<file path="config.mk">
export PLATFORM = sky130hd
export DESIGN_NAME = playfair_digraph_cipher_flat
export DESIGN_NICKNAME = d
export VERILOG_FILES = /design/src/hw/rtl/pfc_pkg.sv /design/src/hw/rtl/pfc_in_if.sv /design/src/hw/rtl/pfc_out_if.sv /design/src/hw/rtl/pfc_cipher.sv /design/src/hw/rtl/pfc_pair.sv /design/src/hw/rtl/playfair_digraph_cipher.sv /design/src/flat_wrapper.sv
export VERILOG_INCLUDE_DIRS = /design/src /design/src/hw/rtl
export SDC_FILE = /design/constraint.sdc
export NUM_CORES = 1
export LEC_CHECK = 0
export BUFFER_PORTS_ARGS = -buffer_cell sky130_fd_sc_hd__buf_2
export CORE_MARGIN = 1.5
export CORE_UTILIZATION = 40
export CTS_CLUSTER_DIAMETER = 60
export CTS_CLUSTER_SIZE = 14
export DETAILED_ROUTE_END_ITERATION = 10
export MAX_ROUTING_LAYER = met4
export PLACE_DENSITY = 0.67
export SYNTH_ARGS = -nofsm -noshare
export SYNTH_HDL_FRONTEND = slang
export SYNTH_SLANG_ARGS = --single-unit
</file>
<file path="constraint.sdc">
create_clock -name clk -period 8 [get_ports clk]
set_clock_uncertainty 0.2 [all_clocks]
set_input_delay 0.8 -clock clk [delete_from_list [all_inputs] [get_ports clk]]
set_output_delay 0.8 -clock clk [all_outputs]
set_load 0.005 [all_outputs]
</file>
<file path="src/hw/rtl/playfair_digraph_cipher_assert.svh">
// Assertion helpers shared by the cipher RTL.
`ifndef PLAYFAIR_DIGRAPH_CIPHER_ASSERT_SVH
`define PLAYFAIR_DIGRAPH_CIPHER_ASSERT_SVH

// Same-cycle implication, held off while reset is low.
`define PFC_ASSERT_IMP(label, clk, rst_n, ante, cons) \
  label: assert property (@(posedge clk) disable iff (!rst_n) (ante) |-> (cons)) \
    else $error("playfair_digraph_cipher: same-cycle check failed");

// Next-cycle implication, held off while reset is low.
`define PFC_ASSERT_NXT(label, clk, rst_n, ante, cons) \
  label: assert property (@(posedge clk) disable iff (!rst_n) (ante) |=> (cons)) \
    else $error("playfair_digraph_cipher: next-cycle check failed");

`endif

</file>
<file path="src/hw/rtl/pfc_pkg.sv">
`timescale 1ns / 1ps

package pfc_pkg;

  localparam int LTR_W      = 5;
  localparam int SQ_N       = 5;
  localparam int ROW_W      = LTR_W * SQ_N;
  localparam int CFG_IDX_W  = 3;
  localparam int CFG_DATA_W = ROW_W;

  typedef logic [LTR_W-1:0]            letter_t;
  typedef logic [ROW_W-1:0]            row_t;
  typedef row_t [SQ_N-1:0]             square_t;

  localparam letter_t LTR_I = 5'd8;
  localparam letter_t LTR_J = 5'd9;
  localparam letter_t LTR_Q = 5'd16;
  localparam letter_t LTR_X = 5'd23;
  localparam letter_t LTR_Z = 5'd25;

  // A..Z without J, row-major, row 0 in the low slot.
  localparam square_t SQ_RESET = {25'd27025109, 25'd21613104, 25'd16201099,
                                  25'd10755269, 25'd4294688};

  typedef enum logic [CFG_IDX_W-1:0] {
    CFG_DECRYPT = 3'd0,
    CFG_ROW0    = 3'd1,
    CFG_ROW1    = 3'd2,
    CFG_ROW2    = 3'd3,
    CFG_ROW3    = 3'd4,
    CFG_ROW4    = 3'd5
  } cfg_idx_t;

  typedef struct packed {
    letter_t a;
    letter_t b;
    logic    last;
  } digraph_t;

  typedef struct packed {
    logic in_busy;
    logic pend_vld;
    logic tail;
  } pair_stat_t;

endpackage

</file>
<file path="src/hw/rtl/pfc_in_if.sv">
`timescale 1ns / 1ps

interface pfc_in_if;
  import pfc_pkg::*;

  logic    valid;
  logic    ready;
  letter_t letter_code;
  logic    message_end;

  modport source (output valid, letter_code, message_end, input ready);
  modport sink   (input valid, letter_code, message_end, output ready);
endinterface

</file>
<file path="src/hw/rtl/pfc_out_if.sv">
`timescale 1ns / 1ps

interface pfc_out_if;
  import pfc_pkg::*;

  logic    valid;
  logic    ready;
  letter_t cipher_letter;
  logic    final_letter;

  modport source (output valid, cipher_letter, final_letter, input ready);
  modport sink   (input valid, cipher_letter, final_letter, output ready);
endinterface

</file>
<file path="src/hw/rtl/pfc_cipher.sv">
`timescale 1ns / 1ps

module pfc_cipher (
  input  pfc_pkg::square_t  sq,
  input  logic              decrypt,
  input  pfc_pkg::digraph_t dg,
  output pfc_pkg::letter_t  ca,
  output pfc_pkg::letter_t  cb
);
  import pfc_pkg::*;

  localparam int POS_W = $clog2(SQ_N);
  typedef logic [POS_W-1:0] pos_t;
  localparam pos_t POS_LAST = pos_t'(SQ_N - 1);

  typedef struct packed {
    pos_t row;
    pos_t col;
  } loc_t;

  // First match in row-major order wins; a missing letter sits at row 0, column 0.
  function automatic loc_t locate(square_t s, letter_t ltr);
    loc_t loc;
    loc = '0;
    for (int r = SQ_N - 1; r >= 0; r--) begin
      for (int c = SQ_N - 1; c >= 0; c--) begin
        if (s[r][LTR_W*c +: LTR_W] == ltr) begin
          loc.row = pos_t'(r);
          loc.col = pos_t'(c);
        end
      end
    end
    return loc;
  endfunction

  function automatic pos_t step5(pos_t v, logic back);
    pos_t res;
    if (back) begin
      res = (v == '0) ? POS_LAST : pos_t'(v - 1'b1);
    end else begin
      res = (v == POS_LAST) ? '0 : pos_t'(v + 1'b1);
    end
    return res;
  endfunction

  function automatic letter_t cell_at(square_t s, pos_t r, pos_t c);
    return s[r][LTR_W*c +: LTR_W];
  endfunction

  loc_t la, lb, na, nb;

  always_comb begin
    la = locate(sq, dg.a);
    lb = locate(sq, dg.b);
    if (la.row == lb.row) begin
      na = '{row: la.row, col: step5(la.col, decrypt)};
      nb = '{row: lb.row, col: step5(lb.col, decrypt)};
    end else if (la.col == lb.col) begin
      na = '{row: step5(la.row, decrypt), col: la.col};
      nb = '{row: step5(lb.row, decrypt), col: lb.col};
    end else begin
      na = '{row: la.row, col: lb.col};
      nb = '{row: lb.row, col: la.col};
    end
  end

  assign ca = cell_at(sq, na.row, na.col);
  assign cb = cell_at(sq, nb.row, nb.col);

endmodule

</file>
<file path="src/hw/rtl/pfc_pair.sv">
`timescale 1ns / 1ps

module pfc_pair (
  input  logic                clk,
  input  logic                rst_n,
  pfc_in_if.sink              in_ch,
  output logic                dg_valid,
  input  logic                dg_ready,
  output pfc_pkg::digraph_t   dg,
  output pfc_pkg::pair_stat_t stat
);
  import pfc_pkg::*;

  logic    in_vld_r, in_vld_nxt;
  letter_t in_letter_r;
  logic    in_end_r;
  logic    pend_vld_r, pend_vld_nxt;
  letter_t pend_letter_r, pend_letter_nxt;
  logic    tail_r, tail_nxt;
  logic    in_done;
  letter_t pad, fill;

  assign pad  = (in_letter_r == LTR_Z) ? LTR_X : LTR_Z;
  assign fill = (in_letter_r == LTR_X) ? LTR_Q : LTR_X;

  always_comb begin
    dg_valid        = 1'b0;
    dg              = '{a: in_letter_r, b: pad, last: 1'b1};
    in_done         = 1'b0;
    pend_vld_nxt    = pend_vld_r;
    pend_letter_nxt = pend_letter_r;
    tail_nxt        = tail_r;
    if (in_vld_r) begin
      if (tail_r) begin
        // second pass of a doubled tail: pad the repeated letter
        dg_valid = 1'b1;
        if (dg_ready) begin
          in_done         = 1'b1;
          tail_nxt        = 1'b0;
          pend_vld_nxt    = 1'b0;
          pend_letter_nxt = '0;
        end
      end else if (!pend_vld_r) begin
        if (in_end_r) begin
          dg_valid = 1'b1;
          in_done  = dg_ready;
        end else begin
          in_done         = 1'b1;
          pend_vld_nxt    = 1'b1;
          pend_letter_nxt = in_letter_r;
        end
      end else if (in_letter_r == pend_letter_r) begin
        dg_valid = 1'b1;
        dg       = '{a: pend_letter_r, b: fill, last: 1'b0};
        if (dg_ready) begin
          if (in_end_r) begin
            tail_nxt = 1'b1;
          end else begin
            in_done = 1'b1;
          end
        end
      end else begin
        dg_valid = 1'b1;
        dg       = '{a: pend_letter_r, b: in_letter_r, last: in_end_r};
        if (dg_ready) begin
          in_done         = 1'b1;
          pend_vld_nxt    = 1'b0;
          pend_letter_nxt = '0;
        end
      end
    end
  end

  assign in_ch.ready = !in_vld_r || in_done;
  assign in_vld_nxt  = in_ch.ready ? in_ch.valid : in_vld_r;

  always_ff @(posedge clk) begin
    if (!rst_n) begin
      in_vld_r      <= 1'b0;
      pend_vld_r    <= 1'b0;
      pend_letter_r <= '0;
      tail_r        <= 1'b0;
    end else begin
      in_vld_r      <= in_vld_nxt;
      pend_vld_r    <= pend_vld_nxt;
      pend_letter_r <= pend_letter_nxt;
      tail_r        <= tail_nxt;
    end
  end

  // fold J into I on the way in
  always_ff @(posedge clk) begin
    if (in_ch.valid && in_ch.ready) begin
      in_letter_r <= (in_ch.letter_code == LTR_J) ? LTR_I : in_ch.letter_code;
      in_end_r    <= in_ch.message_end;
    end
  end

  assign stat = '{in_busy: in_vld_r, pend_vld: pend_vld_r, tail: tail_r};

endmodule

</file>
<file path="src/hw/rtl/playfair_digraph_cipher.sv">
`timescale 1ns / 1ps
`include "playfair_digraph_cipher_assert.svh"
// Playfair digraph cipher over a 5x5 key square, streaming one letter per beat.
// in_ch   : letter_code (A=0..Z=25) and message_end on the last letter.
// out_ch  : cipher_letter, with final_letter on the last letter of a message.
// cfg_*   : write-only registers: decrypt_mode (index 0), square rows 0..4
//           (indexes 1..5, column k at bits 5k). Write only while idle.
// Letters pair into digraphs; a doubled letter gets an X (Q after X) filler,
// an odd tail gets a Z pad (X when the tail is Z).
// An input beat lands in the input register; the digraph is enciphered from it
// and loaded into the result register, from which its letters leave.
// Throughput: one input beat per cycle while letters only pair up and out_ch
// does not stall; each digraph takes two output beats from the result register.
// A letter that makes a filler and a pad stays in the input register until the
// pad pair loads, since the pad pair waits for both beats of the filler pair.
// Reset (rst_n low, synchronous) empties all stages, drops any open digraph
// and loads encrypt mode with the A..Z-without-J square.
// When out_ch stalls, the result register holds its pair and the input
// register fills; in_ch.ready then drops until the result register frees.
module playfair_digraph_cipher (
  input  logic                            clk,
  input  logic                            rst_n,
  pfc_in_if.sink                          in_ch,
  pfc_out_if.source                       out_ch,
  input  logic                            cfg_we,
  input  logic [pfc_pkg::CFG_IDX_W-1:0]   cfg_idx,
  input  logic [pfc_pkg::CFG_DATA_W-1:0]  cfg_wdata
);
  import pfc_pkg::*;

  // configuration registers
  logic    decrypt_r;
  square_t square_r;

  // pairing stage to cipher
  logic       dg_valid;
  logic       dg_ready;
  digraph_t   dg;
  pair_stat_t pair_stat;
  letter_t    ca, cb;

  // result register: one enciphered pair, sent a letter per beat
  logic    pr_vld_r, pr_vld_nxt;
  logic    pr_idx_r, pr_idx_nxt;
  letter_t pr_a_r, pr_b_r;
  logic    pr_last_r;
  logic    out_beat;
  logic    pr_load;

  always_ff @(posedge clk) begin
    if (!rst_n) begin
      decrypt_r <= 1'b0;
      square_r  <= SQ_RESET;
    end else if (cfg_we) begin
      unique case (cfg_idx_t'(cfg_idx))
        CFG_DECRYPT: decrypt_r   <= cfg_wdata[0];
        CFG_ROW0:    square_r[0] <= cfg_wdata;
        CFG_ROW1:    square_r[1] <= cfg_wdata;
        CFG_ROW2:    square_r[2] <= cfg_wdata;
        CFG_ROW3:    square_r[3] <= cfg_wdata;
        CFG_ROW4:    square_r[4] <= cfg_wdata;
        default: ;  // drop writes to unused indexes
      endcase
    end
  end

  pfc_pair u_pair (
    .clk      (clk),
    .rst_n    (rst_n),
    .in_ch    (in_ch),
    .dg_valid (dg_valid),
    .dg_ready (dg_ready),
    .dg       (dg),
    .stat     (pair_stat)
  );

  pfc_cipher u_cipher (
    .sq      (square_r),
    .decrypt (decrypt_r),
    .dg      (dg),
    .ca      (ca),
    .cb      (cb)
  );

  assign out_beat = out_ch.valid && out_ch.ready;
  // the slot frees on the beat that sends the second letter
  assign dg_ready = !pr_vld_r || (out_beat && pr_idx_r);
  assign pr_load  = dg_valid && dg_ready;

  always_comb begin
    pr_vld_nxt = pr_vld_r;
    pr_idx_nxt = pr_idx_r;
    if (pr_load) begin
      pr_vld_nxt = 1'b1;
      pr_idx_nxt = 1'b0;
    end else if (out_beat) begin
      pr_vld_nxt = !pr_idx_r;
      pr_idx_nxt = !pr_idx_r;
    end
  end

  always_ff @(posedge clk) begin
    if (!rst_n) begin
      pr_vld_r <= 1'b0;
      pr_idx_r <= 1'b0;
    end else begin
      pr_vld_r <= pr_vld_nxt;
      pr_idx_r <= pr_idx_nxt;
    end
  end

  always_ff @(posedge clk) begin
    if (pr_load) begin
      pr_a_r    <= ca;
      pr_b_r    <= cb;
      pr_last_r <= dg.last;
    end
  end

  assign out_ch.valid         = pr_vld_r;
  assign out_ch.cipher_letter = pr_idx_r ? pr_b_r : pr_a_r;
  assign out_ch.final_letter  = pr_idx_r && pr_last_r;

  // input side stalls only behind an occupied input register
  `PFC_ASSERT_IMP(a_stall_needs_item, clk, rst_n, !in_ch.ready, pair_stat.in_busy)
  // a doubled tail keeps its open digraph until the pad pair loads into the result register
  `PFC_ASSERT_IMP(a_tail_has_pending, clk, rst_n, pair_stat.tail, pair_stat.pend_vld)
  // a stalled result keeps its place in the pair
  `PFC_ASSERT_NXT(a_stall_holds_pair, clk, rst_n, pr_vld_r && !out_ch.ready, pr_vld_r && $stable(pr_idx_r))

endmodule
</file>
<file path="src/flat_wrapper.sv">
// flat-port wrapper written by rule: the top's interface ports become plain ports
module playfair_digraph_cipher_flat import pfc_pkg::*;
  (clk, rst_n, cfg_we, cfg_idx, cfg_wdata, in_ch_valid, in_ch_letter_code, in_ch_message_end, in_ch_ready, out_ch_valid, out_ch_cipher_letter, out_ch_final_letter, out_ch_ready);
  pfc_in_if in_ch_i ();
  pfc_out_if out_ch_i ();
  input  logic clk;
  input  logic rst_n;
  input  logic cfg_we;
  input  logic [pfc_pkg::CFG_IDX_W-1:0] cfg_idx;
  input  logic [pfc_pkg::CFG_DATA_W-1:0] cfg_wdata;
  input wire logic [$bits(in_ch_i.valid)-1:0] in_ch_valid;
  input wire logic [$bits(in_ch_i.letter_code)-1:0] in_ch_letter_code;
  input wire logic [$bits(in_ch_i.message_end)-1:0] in_ch_message_end;
  output wire logic [$bits(in_ch_i.ready)-1:0] in_ch_ready;
  output wire logic [$bits(out_ch_i.valid)-1:0] out_ch_valid;
  output wire logic [$bits(out_ch_i.cipher_letter)-1:0] out_ch_cipher_letter;
  output wire logic [$bits(out_ch_i.final_letter)-1:0] out_ch_final_letter;
  input wire logic [$bits(out_ch_i.ready)-1:0] out_ch_ready;
  assign in_ch_i.valid = in_ch_valid;
  assign in_ch_i.letter_code = in_ch_letter_code;
  assign in_ch_i.message_end = in_ch_message_end;
  assign in_ch_ready = in_ch_i.ready;
  assign out_ch_valid = out_ch_i.valid;
  assign out_ch_cipher_letter = out_ch_i.cipher_letter;
  assign out_ch_final_letter = out_ch_i.final_letter;
  assign out_ch_i.ready = out_ch_ready;
  playfair_digraph_cipher u_core (.clk(clk), .rst_n(rst_n), .in_ch(in_ch_i), .out_ch(out_ch_i), .cfg_we(cfg_we), .cfg_idx(cfg_idx), .cfg_wdata(cfg_wdata));
endmodule
</file>
==> load_flow_metrics.sql <==
INSERT INTO impl_metrics (metric_group, metric, value, unit) VALUES
('setup_path', 'cp_data_arrival_time', '7.47', 'ns'),
('timing', 'grt_setup_unrepaired', 'false', ''),
('yosys', 'synth_top_cell_by_area', 'dfxtp_1', ''),
('routing', 'detail_route.wl_per_cell', '30.6', 'um'),
('timing', 'final.period_utilization', '0.932', ''),
('final_layout', 'antennaDiodeCount', '0', ''),
('routing', 'drc', '0', ''),
('floorplan', 'initial_core_util', '0.405', ''),
('final_layout', 'final_layout_size_suffix_gt1_frac', '0.139', ''),
('placed_design', 'gpl.final_weighted_congestion', '1.10', ''),
('clock_tree', 'clock_path_buffers', '2', ''),
('clock_tree', 'postCtsHoldBufs', '0', ''),
('placed_design', 'dp_worst_setup_slack', '0.790', 'ns'),
('clock_tree', 'clkLatencyLatePin', '0.46', 'ns'),
('timing', 'final-max-slew-violation-count', '0', ''),
('worst_hold_path', 'hold_critical_path_depth', '1', ''),
('outcome', 'result_of_the_run', 'finished, final reports clean', ''),
('clock_tree', 'postCtsResizedCells', '0', ''),
('routing', 'routed_wirelength', '74300', 'um'),
('yosys', 'synth_compound_gate_area_share', '0.256', ''),
('worst_hold_path', 'hold_path.startpoint', 'in_ch_message_end', ''),
('setup_path', 'critical_path.reg2reg.endpoint', 'u_core.pr_a_r[0]$_DFFE_PP_', ''),
('setup_path', 'critical_path_required_time', '8.01', 'ns'),
('timing', 'tns', '0', 'ns'),
('yosys', 'synth_top_cell_area_share', '0.184', ''),
('yosys', 'yosys.area_share.simple', '0.264', ''),
('routing', 'dr.first_iter.drc_count', '2069', ''),
('power_and_ir_drop', 'p_per_area', '199', 'mW/mm2'),
('global_routing', 'grt_first_pass_wirelength', '106000', 'um'),
('timing', 'final-hold-violation-count', '0', ''),
('clock_tree', 'cts_inserted_buffers', '17', ''),
('timing', 'max_slew_margin', '0.230', ''),
('global_routing', 'overflow', '0', ''),
('timing', 'timing_worst_slew_pin_value', '1.16', 'ns'),
('yosys', 'postSynthRegisterBits', '153', ''),
('yosys', 'synth.net_count', '2028', ''),
('yosys', 'synthXorXnorAreaFrac', '0.106', ''),
('final_layout', 'num-fill-cells', '3670', ''),
('clock_tree', 'cts-root-buf', 'clkbuf_16', ''),
('clock_tree', 'clock_sink_count', '153', ''),
('final_layout', 'final_core_utilization', '0.445', ''),
('floorplan', 'fp-row-count', '70', ''),
('setup_path', 'worst-setup-path-type', 'flop to flop', ''),
('final_layout', 'layout.nets', '1995', ''),
('yosys', 'synthTopCellsByArea', 'dfxtp_1 18%, nand2_1 9.7%, xnor2_1 6.4%', ''),
('yosys', 'post_synth_fa_ha_maj_area_fraction', '0.0101', ''),
('yosys', 'portion_of_netlist_area_occupied_by_mux_cells', '0.0799', ''),
('worst_hold_path', 'holdCritPathClass', 'input port to flop', ''),
('setup_path', 'cp_common_cell', 'buf_4', ''),
('routing', 'drt_pass1_iterations', '6', ''),
('floorplan', 'floorplan.core_area', '0.0365', 'mm2'),
('placed_design', 'dp.cells', '2393', ''),
('global_routing', 'first_global_vias', '14800', ''),
('timing', 'timing.fmax', '0.134', 'GHz'),
('setup_path', 'reg2reg_slack', '0.55', 'ns'),
('yosys', 'synth_area', '0.0148', 'mm2'),
('yosys', 'synthDistinctLibCells', '109', ''),
('final_layout', 'layout_common_cells', '381 x nand2_1, 136 x dfxtp_1, 120 x nand3_1, 108 x xnor2_1, 93 x buf_4', ''),
('placed_design', 'buffer_ports.inserted', '46', ''),
('yosys', 'postSynth.asyncResetShare', '0', ''),
('setup_path', 'regToRegStartpoint', 'u_core.u_pair.tail_r$_SDFFE_PN0P_', ''),
('setup_path', 'cp-start-kind', 'flop', ''),
('routing', 'ant_nets', '0', ''),
('global_routing', 'grtUsageTotal', '0.396', ''),
('clock_tree', 'htree_levels', '4', ''),
('placed_design', 'hpwl', '56600', 'um'),
('yosys', 'synth-edff-count', '17', ''),
('setup_path', 'cp_cell_sequence', 'nand3b_1 > buf_4 > mux2i_4 > buf_4 > xnor2_1 > nor3_1 > nand3_1 > nand4_1 > nor4bb_1 > nand3_1 > and2_1 > a211oi_4 > or2_1 > buf_4 > a21oi_2 > a21oi_1 > o211ai_1 > nor4bb_1 > buf_4 > a31oi_1 > nand3_1', ''),
('routing', 'detailroute.via_count', '16300', ''),
('floorplan', 'die-area', '0.0382', 'mm2'),
('timing', 'min_period', '7.45', 'ns');
-- layout make-up --
cell class	instances	area (um2)	share of cell area
clock buffers	19	443	0.0273
flip-flops and latches	153	3230	0.199
well taps	468	586	0.0361
clock inverters	13	180	0.0111
repair buffers	140	963	0.0593
inverters	42	158	0.00971
multi-input cells	1590	10700	0.657
-- worst max path at each step --
stage / startpoint / end / slack [ns]
6_report: u_core.u_pair.tail_r$_SDFFE_PN0P_ / u_core.pr_a_r[0]$_DFFE_PP_ / 0.55
5_1_grt: u_core.u_pair.tail_r$_SDFFE_PN0P_ / u_core.pr_a_r[0]$_DFFE_PP_ / 0.36
4_1_cts: u_core.u_pair.tail_r$_SDFFE_PN0P_ / u_core.pr_a_r[0]$_DFFE_PP_ / 0.78
3_5_place_dp: u_core.u_pair.tail_r$_SDFFE_PN0P_ / u_core.pr_a_r[0]$_DFFE_PP_ / 0.79
3_3_place_gp: u_core.u_pair.tail_r$_SDFFE_PN0P_ / u_core.pr_a_r[0]$_DFFE_PP_ / 0.86
2_1_floorplan: u_core.u_pair.in_letter_r[0]$_SDFFCE_PN0P_ / u_core.pr_b_r[0]$_DFFE_PP_ / 2.28
-- cell usage after synthesis, drive strengths merged (6+ instances only) --
| cell type | instances |
|---|---|
| nand2 | 383 |
| dfxtp | 136 |
| clkbuf | 122 |
| nand3 | 120 |
| xnor2 | 110 |
| a21boi | 82 |
| o21ai | 71 |
| buf | 70 |
| xor2 | 66 |
| a21oi | 64 |
| nor2 | 62 |
| mux2i | 57 |
| nor3 | 57 |
| inv | 42 |
| nand4 | 33 |
| o211ai | 31 |
| a22oi | 30 |
| mux2 | 29 |
| a221oi | 25 |
| and3 | 25 |
| a211oi | 20 |
| or3 | 20 |
| and2 | 19 |
| edfxtp | 17 |
| nor2b | 16 |
| nor4 | 16 |
| o221ai | 16 |
| a22o | 15 |
| nand2b | 13 |
| a32oi | 12 |
| ha | 12 |
| mux4 | 12 |
| a31oi | 11 |
| o31ai | 11 |
| nand4b | 10 |
| o22ai | 10 |
| a211o | 9 |
| o311ai | 8 |
| a2111oi | 7 |
| a2bb2oi | 7 |
| or4 | 7 |
| o2111ai | 6 |
| o21a | 6 |
| o32ai | 6 |
-- critical path, delay by kind of cell, from the launching register on --
family,cells,cell delay [ns]
XOR/XNOR,1,0.14
AND/OR/NAND/NOR,10,2.77
multiplexers,1,0.80
AO/OA/AOI/OAI,5,1.65
flip-flops,1,0.54
buffers and inverters,4,1.07
-- through the flow --
stage	instance area, um2	hold WS, ns
after floorplan	14800	0.267
after global placement	15600	0.303
after detailed placement	15600	0.320
after CTS	16200	0.312
after global routing	16200	0.324
final	16200	0.325
-- registers in the layout, indices dropped and copies added (netlist names) --
| signal | cells |
|---|---|
| u_core.pr_b_r | 5 |
| u_core.u_pair.tail_r | 1 |
| u_core.pr_last_r | 1 |
| u_core.pr_idx_r | 1 |
| u_core.u_pair.pend_letter_r | 5 |
| u_core.decrypt_r | 1 |
| u_core.u_pair.pend_vld_r | 1 |
| u_core.u_pair.in_letter_r | 5 |
| u_core.square_r | 125 |
| u_core.pr_a_r | 5 |
| u_core.out_ch.valid | 1 |
| u_core.u_pair.in_vld_r | 1 |
| u_core.u_pair.in_end_r | 1 |
-- report_power, final --
part           total [W]  internal (W)  switching [W]
clock           0.000888      0.000510       0.000378
combinational    0.00144      0.000566       0.000879
sequential      0.000897      0.000820      0.0000774
-- per-layer routing --
| layer | vias to the layer above | share of wire | track usage | routed length (um) |
|---|---|---|---|---|
| met1 | 7836 | 0.39 | 0.515 | 29300 |
| met2 | 1124 | 0.43 | 0.580 | 31800 |
| met5 | - | 0 | - | 0 |
| met3 | 210 | 0.12 | 0.0717 | 8770 |
| met4 | 0 | 0.059 | 0.216 | 4400 |
| li1 | 7119 | - | - | - |
-- cells by family after synthesis --
| kind of cell | after synthesis |
|---|---|
| compound gates | 496 |
| simple gates | 808 |
| buf+inv | 234 |
| fa+ha+maj | 12 |
| flops | 153 |
| xor+xnor | 176 |
| mux | 98 |
Power figures use the tool's default switching activity.
